===== config.mk =====
export PLATFORM = sky130hd
export DESIGN_NAME = sdbcs_sqrt
export DESIGN_NICKNAME = d
export VERILOG_FILES = /design/src/sv/sdbcs_sqrt.sv
export SDC_FILE = /design/constraint.sdc
export NUM_CORES = 2
export LEC_CHECK = 0
export ABC_AREA = 1
export BUFFER_PORTS_ARGS = -buffer_cell sky130_fd_sc_hd__buf_2
export CAP_MARGIN = 20
export CORE_MARGIN = 1
export CORE_UTILIZATION = 41
export CTS_CLUSTER_SIZE = 24
export DETAILED_ROUTE_END_ITERATION = 10
export MAX_ROUTING_LAYER = met4
export PLACE_DENSITY = 0.63
export SYNTH_ARGS = -nofsm -noshare
export SYNTH_HDL_FRONTEND = slang
export SYNTH_SLANG_ARGS = --single-unit
export TNS_END_PERCENT = 10

===== constraint.sdc =====
create_clock -name clock -period 3.8 [get_ports clock]
set_input_delay 0.57 -clock clock [delete_from_list [all_inputs] [get_ports clock]]
set_output_delay 0.57 -clock clock [all_outputs]
set_load 0.02 [all_outputs]

===== src/sv/sdbcs_sqrt.sv =====
// ---------------------------------------------------------------------------
// Pipelined integer square root
// Digit-by-digit floor square root, one result bit per register stage.
// ---------------------------------------------------------------------------
module sdbcs_sqrt #(
   parameter int RW = 24,
   parameter int SW = 1
) (
   input  logic            clock,
   input  logic            reset,
   input  logic            adv,
   input  logic            in_valid,
   input  logic [2*RW-1:0] in_v,
   input  logic [SW-1:0]   in_side,
   output logic            out_valid,
   output logic [RW-1:0]   out_root,
   output logic [SW-1:0]   out_side
);

   logic [2*RW-1:0] vsh_w  [0:RW];
   logic [RW+1:0]   rem_w  [0:RW];
   logic [RW-1:0]   root_w [0:RW];
   logic [SW-1:0]   side_w [0:RW];
   logic            v_w    [0:RW];

   assign vsh_w[0]  = in_v;
   assign rem_w[0]  = '0;
   assign root_w[0] = '0;
   assign side_w[0] = in_side;
   assign v_w[0]    = in_valid;

   for (genvar i = 0; i < RW; i++) begin : g_stage
      logic [RW+3:0]   pre;
      logic [RW+3:0]   diff;
      logic            ge;
      logic [RW+1:0]   rem_in;
      logic [RW-1:0]   root_in;
      logic [2*RW-1:0] vsh_in;
      logic [2*RW-1:0] vsh_ff;
      logic [RW+1:0]   rem_ff;
      logic [RW-1:0]   root_ff;
      logic [SW-1:0]   side_ff;
      logic            v_ff;

      always_comb begin
         pre     = {rem_w[i], vsh_w[i][2*RW-1 -: 2]};
         diff    = pre - {2'b00, root_w[i], 2'b01};
         ge      = ~diff[RW+3];
         rem_in  = ge ? diff[RW+1:0] : pre[RW+1:0];
         root_in = {root_w[i][RW-2:0], ge};
         vsh_in  = {vsh_w[i][2*RW-3:0], 2'b00};
      end

      always_ff @(posedge clock) begin
         if (reset) begin
            v_ff <= 1'b0;
         end else if (adv) begin
            v_ff <= v_w[i];
         end
         if (adv) begin
            vsh_ff  <= vsh_in;
            rem_ff  <= rem_in;
            root_ff <= root_in;
            side_ff <= side_w[i];
         end
      end

      assign vsh_w[i+1]  = vsh_ff;
      assign rem_w[i+1]  = rem_ff;
      assign root_w[i+1] = root_ff;
      assign side_w[i+1] = side_ff;
      assign v_w[i+1]    = v_ff;
   end

   assign out_valid = v_w[RW];
   assign out_root  = root_w[RW];
   assign out_side  = side_w[RW];

endmodule

==> impl_metrics.yaml <==
outcome:
  status: "finished, final reports clean"
power_and_ir_drop:
  ir_worst_vdd_v: 0.000448
  powerDensity_mw_per_mm2: 556
  leakage_nw: 41.3
worst_setup_path:
  crit_top_cell: "nand2_1"
  cp_cell_sequence: "inv_1 > ha_1 > a21oi_1 > nand2_1 > nor2_2 > nand2_1 > a21oi_2 > nand2_2 > nand2_1 > nand2_1 > nand2_1 > nand2_1"
  start_kind: "flop"
  cp_max_fo: 13
  cp_num_buf_inv: 1
  cp.arrival_ns: 3.66
  worst-setup-path-type: "flop to flop"
  worst_setup_path_end_kind: "flop"
  worst-endpoint-required_ns: 4.38
  r2r_cells: 12
  cp_slowest_cell: "edfxtp_1"
  cp.depth: 12
  max_stage_delay_ns: 0.50
  crit_family: "simple AND/OR/NAND/NOR gates"
place:
  portBuffers: 78
  place_area_mm2: 0.0843
  dpl_worst_slack_ns: 0.728
  hpwl_mm: 158
  gp_congestion: 0.964
min_path:
  min_path_cells: 2
  hold_class: "primary input to flop"
sta:
  slew_viol_final: 0
  rsz0062_at_grt: "no"
  worstMarginPinSlew_ns: 0.997
  hold_violations: 0
  fin_ws_ns: 0.715
  setup_tns_ns: 0
  clock.fmax_mhz: 324
  period_share_pct: 81.2
  slew_headroom_pct: 33.3
  skew_ns: 0.0556
  min_period_ns: 3.09
  finalSetupViolCount: 0
synthesis:
  synthArstFlopShare_pct: 0
  synth_largest_area_cell: "edfxtp_1"
  syn_inst: 9388
  yosysSeqAreaShare_pct: 54.1
  synth_ff_type: "edfxtp_1"
  synth_edf_count: 1441
  syn_nets: 9741
  syn_area_per_cell_um2: 8.62
  yosysWarnings: 0
  ys_top_cells_by_area: "edfxtp_1 (53%), nand2_1 (17%), inv_1 (6.1%)"
  synth_cell_types: 56
  synth_top_area_share_pct: 53.5
  syn_area_mm2: 0.0809
  ys_ff_latch: 1465
routing:
  drt-vias-per-instance: 4.96
  routedWlPerCell_um: 16.7
  ant_nets: 0
  firstDrtPassIters: 8
  drc: 0
  num_vias: 61480
  totalWireLength_mm: 207
  drtIter0Drc: 5155
global_routing:
  antenna_found_initial: 1
  grtUsageTotal_pct: 21.3
  grt_pass1_vias: 58121
  grt_first_pass_wirelength_mm: 325
  grt_remaining_overflow: 0
  grt_max_degree: 120
final_layout:
  n_fill_cell: 18788
  fin_area_mm2: 0.0905
  seq_area_mm2: 0.0438
  syn_to_final_growth_pct: 11.9
  drive_above_1_share_pct: 6.34
  multi_input_area_mm2: 0.0313
  nNetsFinal: 9974
cts:
  cts_max_level: 4
  cts_root_buf: "clkbuf_16"
  clock_path_buffers: 3
  holdBufCountCts: 51
  cts_resized: 0
  numCtsBuffers: 164
  clkTransAtPathRegs_ns: 0.06
  clock-sinks: 1465
  cts_tree: "done"
  post_cts_buffers: 0
  clk_latency_ns: 0.83
run:
  maxCapViolations: 0
floorplan:
  initial_utilization_pct: 41.4
  dieArea_mm2: 0.199
  rows: 162
  fp.dieW_um: 446
  io_pins: 79
  core_mm2: 0.195
  die_h_um: 446
-- Yosys cell counts (all sizes together), types with 2 or more instances --
cell and count:
xnor2 62, xor2 185, nand4 109, dfxtp 24, nand3b 68, buf 106, o21ai 146, nand2 3710
or2 10, nor4 17, and2 19, nor3b 6, o21a 2, nor2 691, and3 5, clkbuf 10
a21oi 228, nand3 775, edfxtp 1441, nor3 108, inv 1340, o21bai 14, a21boi 3, ha 300
-- report_power, final --
group	leakage, nW	internal, mW	switching (mW)	total, mW
logic	24.2	3.96	8.34	12.3
registers	14.4	20.0	1.43	21.5
clock network	2.73	9.65	6.88	16.5
total	41.3	33.6	16.7	50.3
-- kinds of logic after synthesis --
family / Yosys count / share of synthesized area (%)
buffers and inverters: 1457 / 7.25
other: 1 / 0.00464
AO/OA/AOI/OAI: 398 / 2.66
AND/OR/NAND/NOR: 5520 / 28.7
XOR/XNOR: 247 / 2.67
adder cells (fa/ha/maj): 300 / 4.64
flip-flops: 1465 / 54.1
-- per-stage QoR --
step	hold slack (ns)	total power [mW]	util [%]	cells
floorplan	0.400	30.0	-	9388
finish	0.196	50.3	46.3	12383
CTS	0.121	50.7	46.3	12381
detailed placement	0.405	33.9	43.2	12028
global placement	0.400	33.8	43.2	12028
global route	0.168	53.2	46.3	12382
-- area by class of cell --
class                           instances  area share (%)
Inverter                             1341            5.57
Tap cell                             2624            3.63
Clock buffer                          190            4.64
Clock inverter                        112            1.65
Antenna cell                            2         0.00553
Multi-Input combinational cell       6466            34.5
Timing Repair Buffer                  183            1.64
Sequential cell                      1465            48.3
-- cell usage in the layout, fill, tap and decap left out, types with 77 or more instances in the layout --
master,netlist,routed
xor2_1,185,185
nor3_1,90,90
a21oi_1,213,213
clkbuf_16,0,164
edfxtp_1,1441,1441
inv_1,1309,1309
nand2_2,86,86
o21ai_0,119,119
nand3_1,759,759
buf_2,45,77
nor2_1,652,652
ha_1,300,300
nand2_1,3606,3606
nand4_1,109,109
-- state kept, by name, indices dropped and copies added, names as in the netlist --
signal,count
out_root,24
out_valid,1
g_stage.vsh_ff,552
out_side,1
g_stage.root_ff,276
g_stage.side_ff,23
g_stage.rem_ff,565
g_stage.v_ff,23
-- metal layers --
layer / up-vias / global-route usage [%] / share of wire [%]
li1: 30932 / - / -
met1: 28654 / 29.2 / 47
met2: 1598 / 33.7 / 46
met3: 296 / 2.69 / 5.1
met4: 0 / 5.27 / 2.2
met5: - / - / 0
-- path summary, 6_finish.rpt --
path	slack (ns)	end	start
worst max-delay path	0.71	g_stage[15].rem_ff[11]	g_stage[14].root_ff[14]
worst min-delay path	0.20	g_stage[8].v_ff	reset
worst max register to register	0.71	g_stage[15].rem_ff[11]	g_stage[14].root_ff[14]
worst min register to register	0.38	g_stage[10].vsh_ff[45]	g_stage[9].vsh_ff[43]
-- worst reg2reg max path, delay by kind of cell, from the launching register on --
family / cells / cell delay (ns)
adder cells (fa/ha/maj): 1 / 0.36
buffers and inverters: 1 / 0.08
AO/OA/AOI/OAI: 2 / 0.41
flip-flops: 1 / 0.50
AND/OR/NAND/NOR: 8 / 1.49
Note: power is estimated with default switching activity, not from simulation.
