`config.mk`:
```
export PLATFORM = sky130hd
export DESIGN_NAME = sdbcs_div
export DESIGN_NICKNAME = d
export VERILOG_FILES = /design/src/sv/sdbcs_div.sv
export SDC_FILE = /design/constraint.sdc
export NUM_CORES = 2
export LEC_CHECK = 0
export BUFFER_PORTS_ARGS = -buffer_cell sky130_fd_sc_hd__clkbuf_2
export CELL_PAD_IN_SITES_DETAIL_PLACEMENT = 0
export CELL_PAD_IN_SITES_GLOBAL_PLACEMENT = 2
export CORE_MARGIN = 2
export CORE_UTILIZATION = 41
export DETAILED_ROUTE_END_ITERATION = 12
export GPL_ROUTABILITY_DRIVEN = 0
export PLACE_DENSITY = 0.82
export SLEW_MARGIN = 10
export SYNTH_ARGS = -nofsm -noshare
export SYNTH_HDL_FRONTEND = slang
export SYNTH_SLANG_ARGS = --single-unit
```
`constraint.sdc`:
```
create_clock -name clock -period 3.7 [get_ports clock]
set_clock_uncertainty 0.15 [all_clocks]
set_input_delay 0.74 -clock clock [delete_from_list [all_inputs] [get_ports clock]]
set_output_delay 0.74 -clock clock [all_outputs]
set_load 0.01 [all_outputs]
```
`src/sv/sdbcs_div.sv`:
```
// ---------------------------------------------------------------------------
// Pipelined restoring divider
// One quotient bit per register stage; the caller guarantees that the
// quotient fits in QB bits.
// ---------------------------------------------------------------------------
module sdbcs_div #(
   parameter int NW = 47,
   parameter int DW = 31,
   parameter int QB = 31,
   parameter int SW = 1
) (
   input  logic          clock,
   input  logic          reset,
   input  logic          adv,
   input  logic          in_valid,
   input  logic [NW-1:0] in_num,
   input  logic [DW-1:0] in_den,
   input  logic [SW-1:0] in_side,
   output logic          out_valid,
   output logic [QB-1:0] out_quo,
   output logic [SW-1:0] out_side
);

   logic [DW-1:0] rem_w  [0:QB];
   logic [QB-1:0] lq_w   [0:QB];
   logic [DW-1:0] den_w  [0:QB];
   logic [SW-1:0] side_w [0:QB];
   logic          v_w    [0:QB];

   assign rem_w[0]  = DW'(in_num >> QB);
   assign lq_w[0]   = in_num[QB-1:0];
   assign den_w[0]  = in_den;
   assign side_w[0] = in_side;
   assign v_w[0]    = in_valid;

   for (genvar i = 0; i < QB; i++) begin : g_stage
      logic [DW:0]   t;
      logic [DW:0]   diff;
      logic          ge;
      logic [DW-1:0] rem_in;
      logic [QB-1:0] lq_in;
      logic [DW-1:0] rem_ff;
      logic [QB-1:0] lq_ff;
      logic [DW-1:0] den_ff;
      logic [SW-1:0] side_ff;
      logic          v_ff;

      always_comb begin
         t      = {rem_w[i], lq_w[i][QB-1]};
         diff   = t - {1'b0, den_w[i]};
         ge     = ~diff[DW];
         rem_in = ge ? diff[DW-1:0] : t[DW-1:0];
         lq_in  = {lq_w[i][QB-2:0], ge};
      end

      always_ff @(posedge clock) begin
         if (reset) begin
            v_ff <= 1'b0;
         end else if (adv) begin
            v_ff <= v_w[i];
         end
         if (adv) begin
            rem_ff  <= rem_in;
            lq_ff   <= lq_in;
            den_ff  <= den_w[i];
            side_ff <= side_w[i];
         end
      end

      assign rem_w[i+1]  = rem_ff;
      assign lq_w[i+1]   = lq_ff;
      assign den_w[i+1]  = den_ff;
      assign side_w[i+1] = side_ff;
      assign v_w[i+1]    = v_ff;
   end

   assign out_valid = v_w[QB];
   assign out_quo   = lq_w[QB];
   assign out_side  = side_w[QB];

endmodule

```
==> impl_metrics.env <==
export IMPL_antenna_found_initial=6
export IMPL_cts_tree="built"
export IMPL_root_buffer="clkbuf_16"
export IMPL_synth_top_cell_area_share_pct=58.9
export IMPL_switching_share_pct=34.8
export IMPL_layout_common_cells="edfxtp_1 (2,852), buf_4 (1,307), inv_1 (1,140)"
export IMPL_crit_family="compound AO/OA/AOI/OAI gates"
export IMPL_insertion_delay_ps=960
export IMPL_clock_sinks=2883
export IMPL_grt_pass1_wl_um=503000
export IMPL_drcViolationCount=0
export IMPL_die_w_um=600
export IMPL_final_util_pct=51.8
export IMPL_p_int_mw=117
export IMPL_crit_top_cell="buf_4"
export IMPL_path_cells="inv_2 -> ha_4 -> nor2b_4 -> o31a_1 -> nor3_2 -> o21ai_2 -> a221oi_2 -> buf_4 -> o311ai_4 -> a21oi_2 -> o21ai_2 -> a221oi_2 -> buf_4 -> xor2_4 -> buf_4 -> buf_12 -> mux2_4"
export IMPL_critPathArrivalTime_ps=4520
export IMPL_final_common_cell="edfxtp_1"
export IMPL_status="finished with violations"
export IMPL_post_dp_hpwl_um=228000
export IMPL_drt_pass1_iterations=6
export IMPL_overflow=0
export IMPL_finalCriticalPeriod_ps=4010
export IMPL_hold_viol=0
export IMPL_p_total_mw=179
export IMPL_cts_buffer_depth=4
export IMPL_seqPwrFrac_pct=29.3
export IMPL_fin_nets=14200
export IMPL_busiest_layer="met2"
export IMPL_grt_pass1_vias=93600
export IMPL_synth_edf_count=2852
export IMPL_viasPerCell=5.17
export IMPL_clk_pin_slew_worst_paths_ps=60
export IMPL_wire_per_inst_um=18.6
export IMPL_cp_data_required_time_ps=4210
export IMPL_powerDensity_nw_per_um2=979
export IMPL_worst_setup_path_end_kind="flop"
export IMPL_area_delta_synth_final_pct=25.8
export IMPL_grt_use_met2_pct=31.2
export IMPL_ys_ff_latch=2883
export IMPL_switchingPower_mw=62.3
export IMPL_crit_path_start_kind="flop"
export IMPL_async_flop_share_pct=0
export IMPL_io_buffer_count=115
export IMPL_synth_area_um2=145000
export IMPL_max_slew_worst_pin_slew_ps=897
export IMPL_critPathMaxStageDelay_ps=400
export IMPL_ir_worst_vdd_uv=746
export IMPL_slew_violations=0
export IMPL_cts_htree_levels=5
export IMPL_slew_headroom_pct=40.2
export IMPL_ys_top_cells_by_area="edfxtp_1 (59%), ha_1 (8.1%), mux2_2 (5.4%), inv_1 (3.1%), xnor2_1 (3.0%)"
export IMPL_synth_cell_types=101
export IMPL_drtAntennaViolNets=0
export IMPL_clock_power_share_pct=17.7
export IMPL_ys_warn_count=0
export IMPL_crit_buf_inv=5
export IMPL_violations="negative setup slack"
export IMPL_ys_seq_area_share_pct=59.3
export IMPL_fp_coreArea_um2=353000
export IMPL_grt_max_degree=137
export IMPL_drv_cap=0
export IMPL_rows=218
export IMPL_track_usage_pct=17.3
export IMPL_die_h_um=600
export IMPL_p_leak_nw=76.1
export IMPL_final_setup_viol_count=451
export IMPL_setup_worst_path_class="reg2reg"
export IMPL_comb_power_share_pct=53.0
export IMPL_cp_slowest_cell="edfxtp_1"
export IMPL_die_area_um2=359000
export IMPL_drt_iter0_markers=5981
export IMPL_rsz0062_at_grt="yes"
export IMPL_yosysTopAreaCell="edfxtp_1"
export IMPL_start_util_pct=41.2
export IMPL_synth_ff_type="edfxtp_1"
export IMPL_hold_class="in2reg"
export IMPL_finalWirelength_um=336000
export IMPL_synth_area_per_cell_um2=12.9
export IMPL_max_freq_mhz=249
export IMPL_cts_made_buffers=321
export IMPL_io_pin_count=116
export IMPL_use_met1_pct=21.0
export IMPL_use_met3_pct=1.97
export IMPL_crit_fanout=8
export IMPL_period_share_pct=108
export IMPL_syn_inst=11200
export IMPL_drive_gt1_share_pct=26.7
export IMPL_num_vias=93600
export IMPL_fin_ws_ps=-310
## flip-flops by register name, indices dropped and copies added (netlist names)
| register | flops |
|---|---|
| g_stage.den_ff | 930 |
| g_stage.lq_ff | 930 |
| g_stage.rem_ff | 930 |
| out_quo | 31 |
| g_stage.side_ff | 30 |
| g_stage.v_ff | 30 |
| out_side | 1 |
| out_valid | 1 |
## cells in the mapped netlist, drive strengths merged, types with 31 or more instances
master	count
edfxtp	2852
inv	1195
ha	946
a21oi	793
mux2	737
o21ai	574
nand2	514
xnor2	504
a21o	462
nor2	455
xor2	321
nand3	146
clkbuf	118
o21a	107
nand2b	105
nor2b	103
nand4	93
o21bai	91
a31oi	90
nor3	87
buf	79
a211oi	76
mux2i	76
and3	75
o31ai	51
a21boi	41
o211ai	32
dfxtp	31
or3	31
## logic make-up after synthesis
group                      after synthesis  synth area share (%)
buffers and inverters                 1392                  3.75
xor gates and xnor gates               825                  5.00
other                                    1               0.00258
DFF                                   2883                  59.3
and+or+nand+nor                       1748                  5.74
muxes                                  813                  6.25
adders and majority gates              976                  8.55
AOI/OAI and AO/OA                     2599                  11.4
## worst paths after layout
path	startpoint	endpoint	slack (ps)	cells after the start
min	in_num[30]	g_stage[0].rem_ff[0]$_DFFE_PP_	110	4
max reg2reg	g_stage[21].den_ff[1]$_DFFE_PP_	g_stage[22].rem_ff[22]$_DFFE_PP_	-310	17
max	g_stage[21].den_ff[1]$_DFFE_PP_	g_stage[22].rem_ff[22]$_DFFE_PP_	-310	17
min reg2reg	g_stage[7].lq_ff[24]$_DFFE_PP_	g_stage[8].lq_ff[25]$_DFFE_PP_	230	0
## stage by stage
stage	instance area, um^2	TNS (ps)	setup slack [ps]	std cells	hold slack (ps)
final	183000	-57810	-310	18100	107
after floorplan	146000	-852	-30.5	11200	250
after global routing	183000	-143150	-456	18100	86.0
after global placement	161000	-253260	-576	17100	250
after CTS	174000	-116700	-292	17800	7.52
after detailed placement	161000	-277340	-527	17100	255
## metal layers
metal / part of all wire [%] / wire length, um / vias to the layer above
met5: 0.0030 / 10 / -
met1: 42 / 141000 / 45800
met3: 3.3 / 11200 / 666
met2: 51 / 171000 / 1672
li1: - / - / 45400
met4: 4.0 / 13300 / 2
## power by group through the flow
| stage | registers, mW | clock network, mW | logic, mW |
|---|---|---|---|
| floorplan | 50.1 | 0 | 50.8 |
| global placement | 53.0 | 0 | 70.9 |
| detailed placement | 53.0 | 0 | 72.0 |
| CTS | 52.4 | 32.8 | 76.4 |
| global route | 53.2 | 34.0 | 103 |
| finish | 52.5 | 31.8 | 94.9 |
## worst register-to-register path, stage by stage (launching register included)
cell and delay, ps:
edfxtp_1 400, inv_2 110, ha_4 210, nor2b_4 120
o31a_1 270, nor3_2 250, o21ai_2 110, a221oi_2 230
buf_4 180, o311ai_4 90, a21oi_2 240, o21ai_2 100
a221oi_2 240, buf_4 170, xor2_4 240, buf_4 170
buf_12 140, mux2_4 320
## final cells by class
type	instances	area, um^2
tap	4730	5920
inverter	1195	4510
clock inverter	206	2190
sequential	2883	86300
antenna	2	5.00
fill	29700	170000
clock buffer	381	8320
multi-input combinational	6968	60200
timing repair buffer	1731	15500
## repair_timing
action,CTS,global route
pin swaps,94,424
cloned,13,57
hold endpoints to repair,91,0
setup endpoints to repair,897,937
setup buffers,58,261
hold buffers,80,0
gates resized for setup,249,1329
No activity file was read; power rests on OpenSTA's default activity.
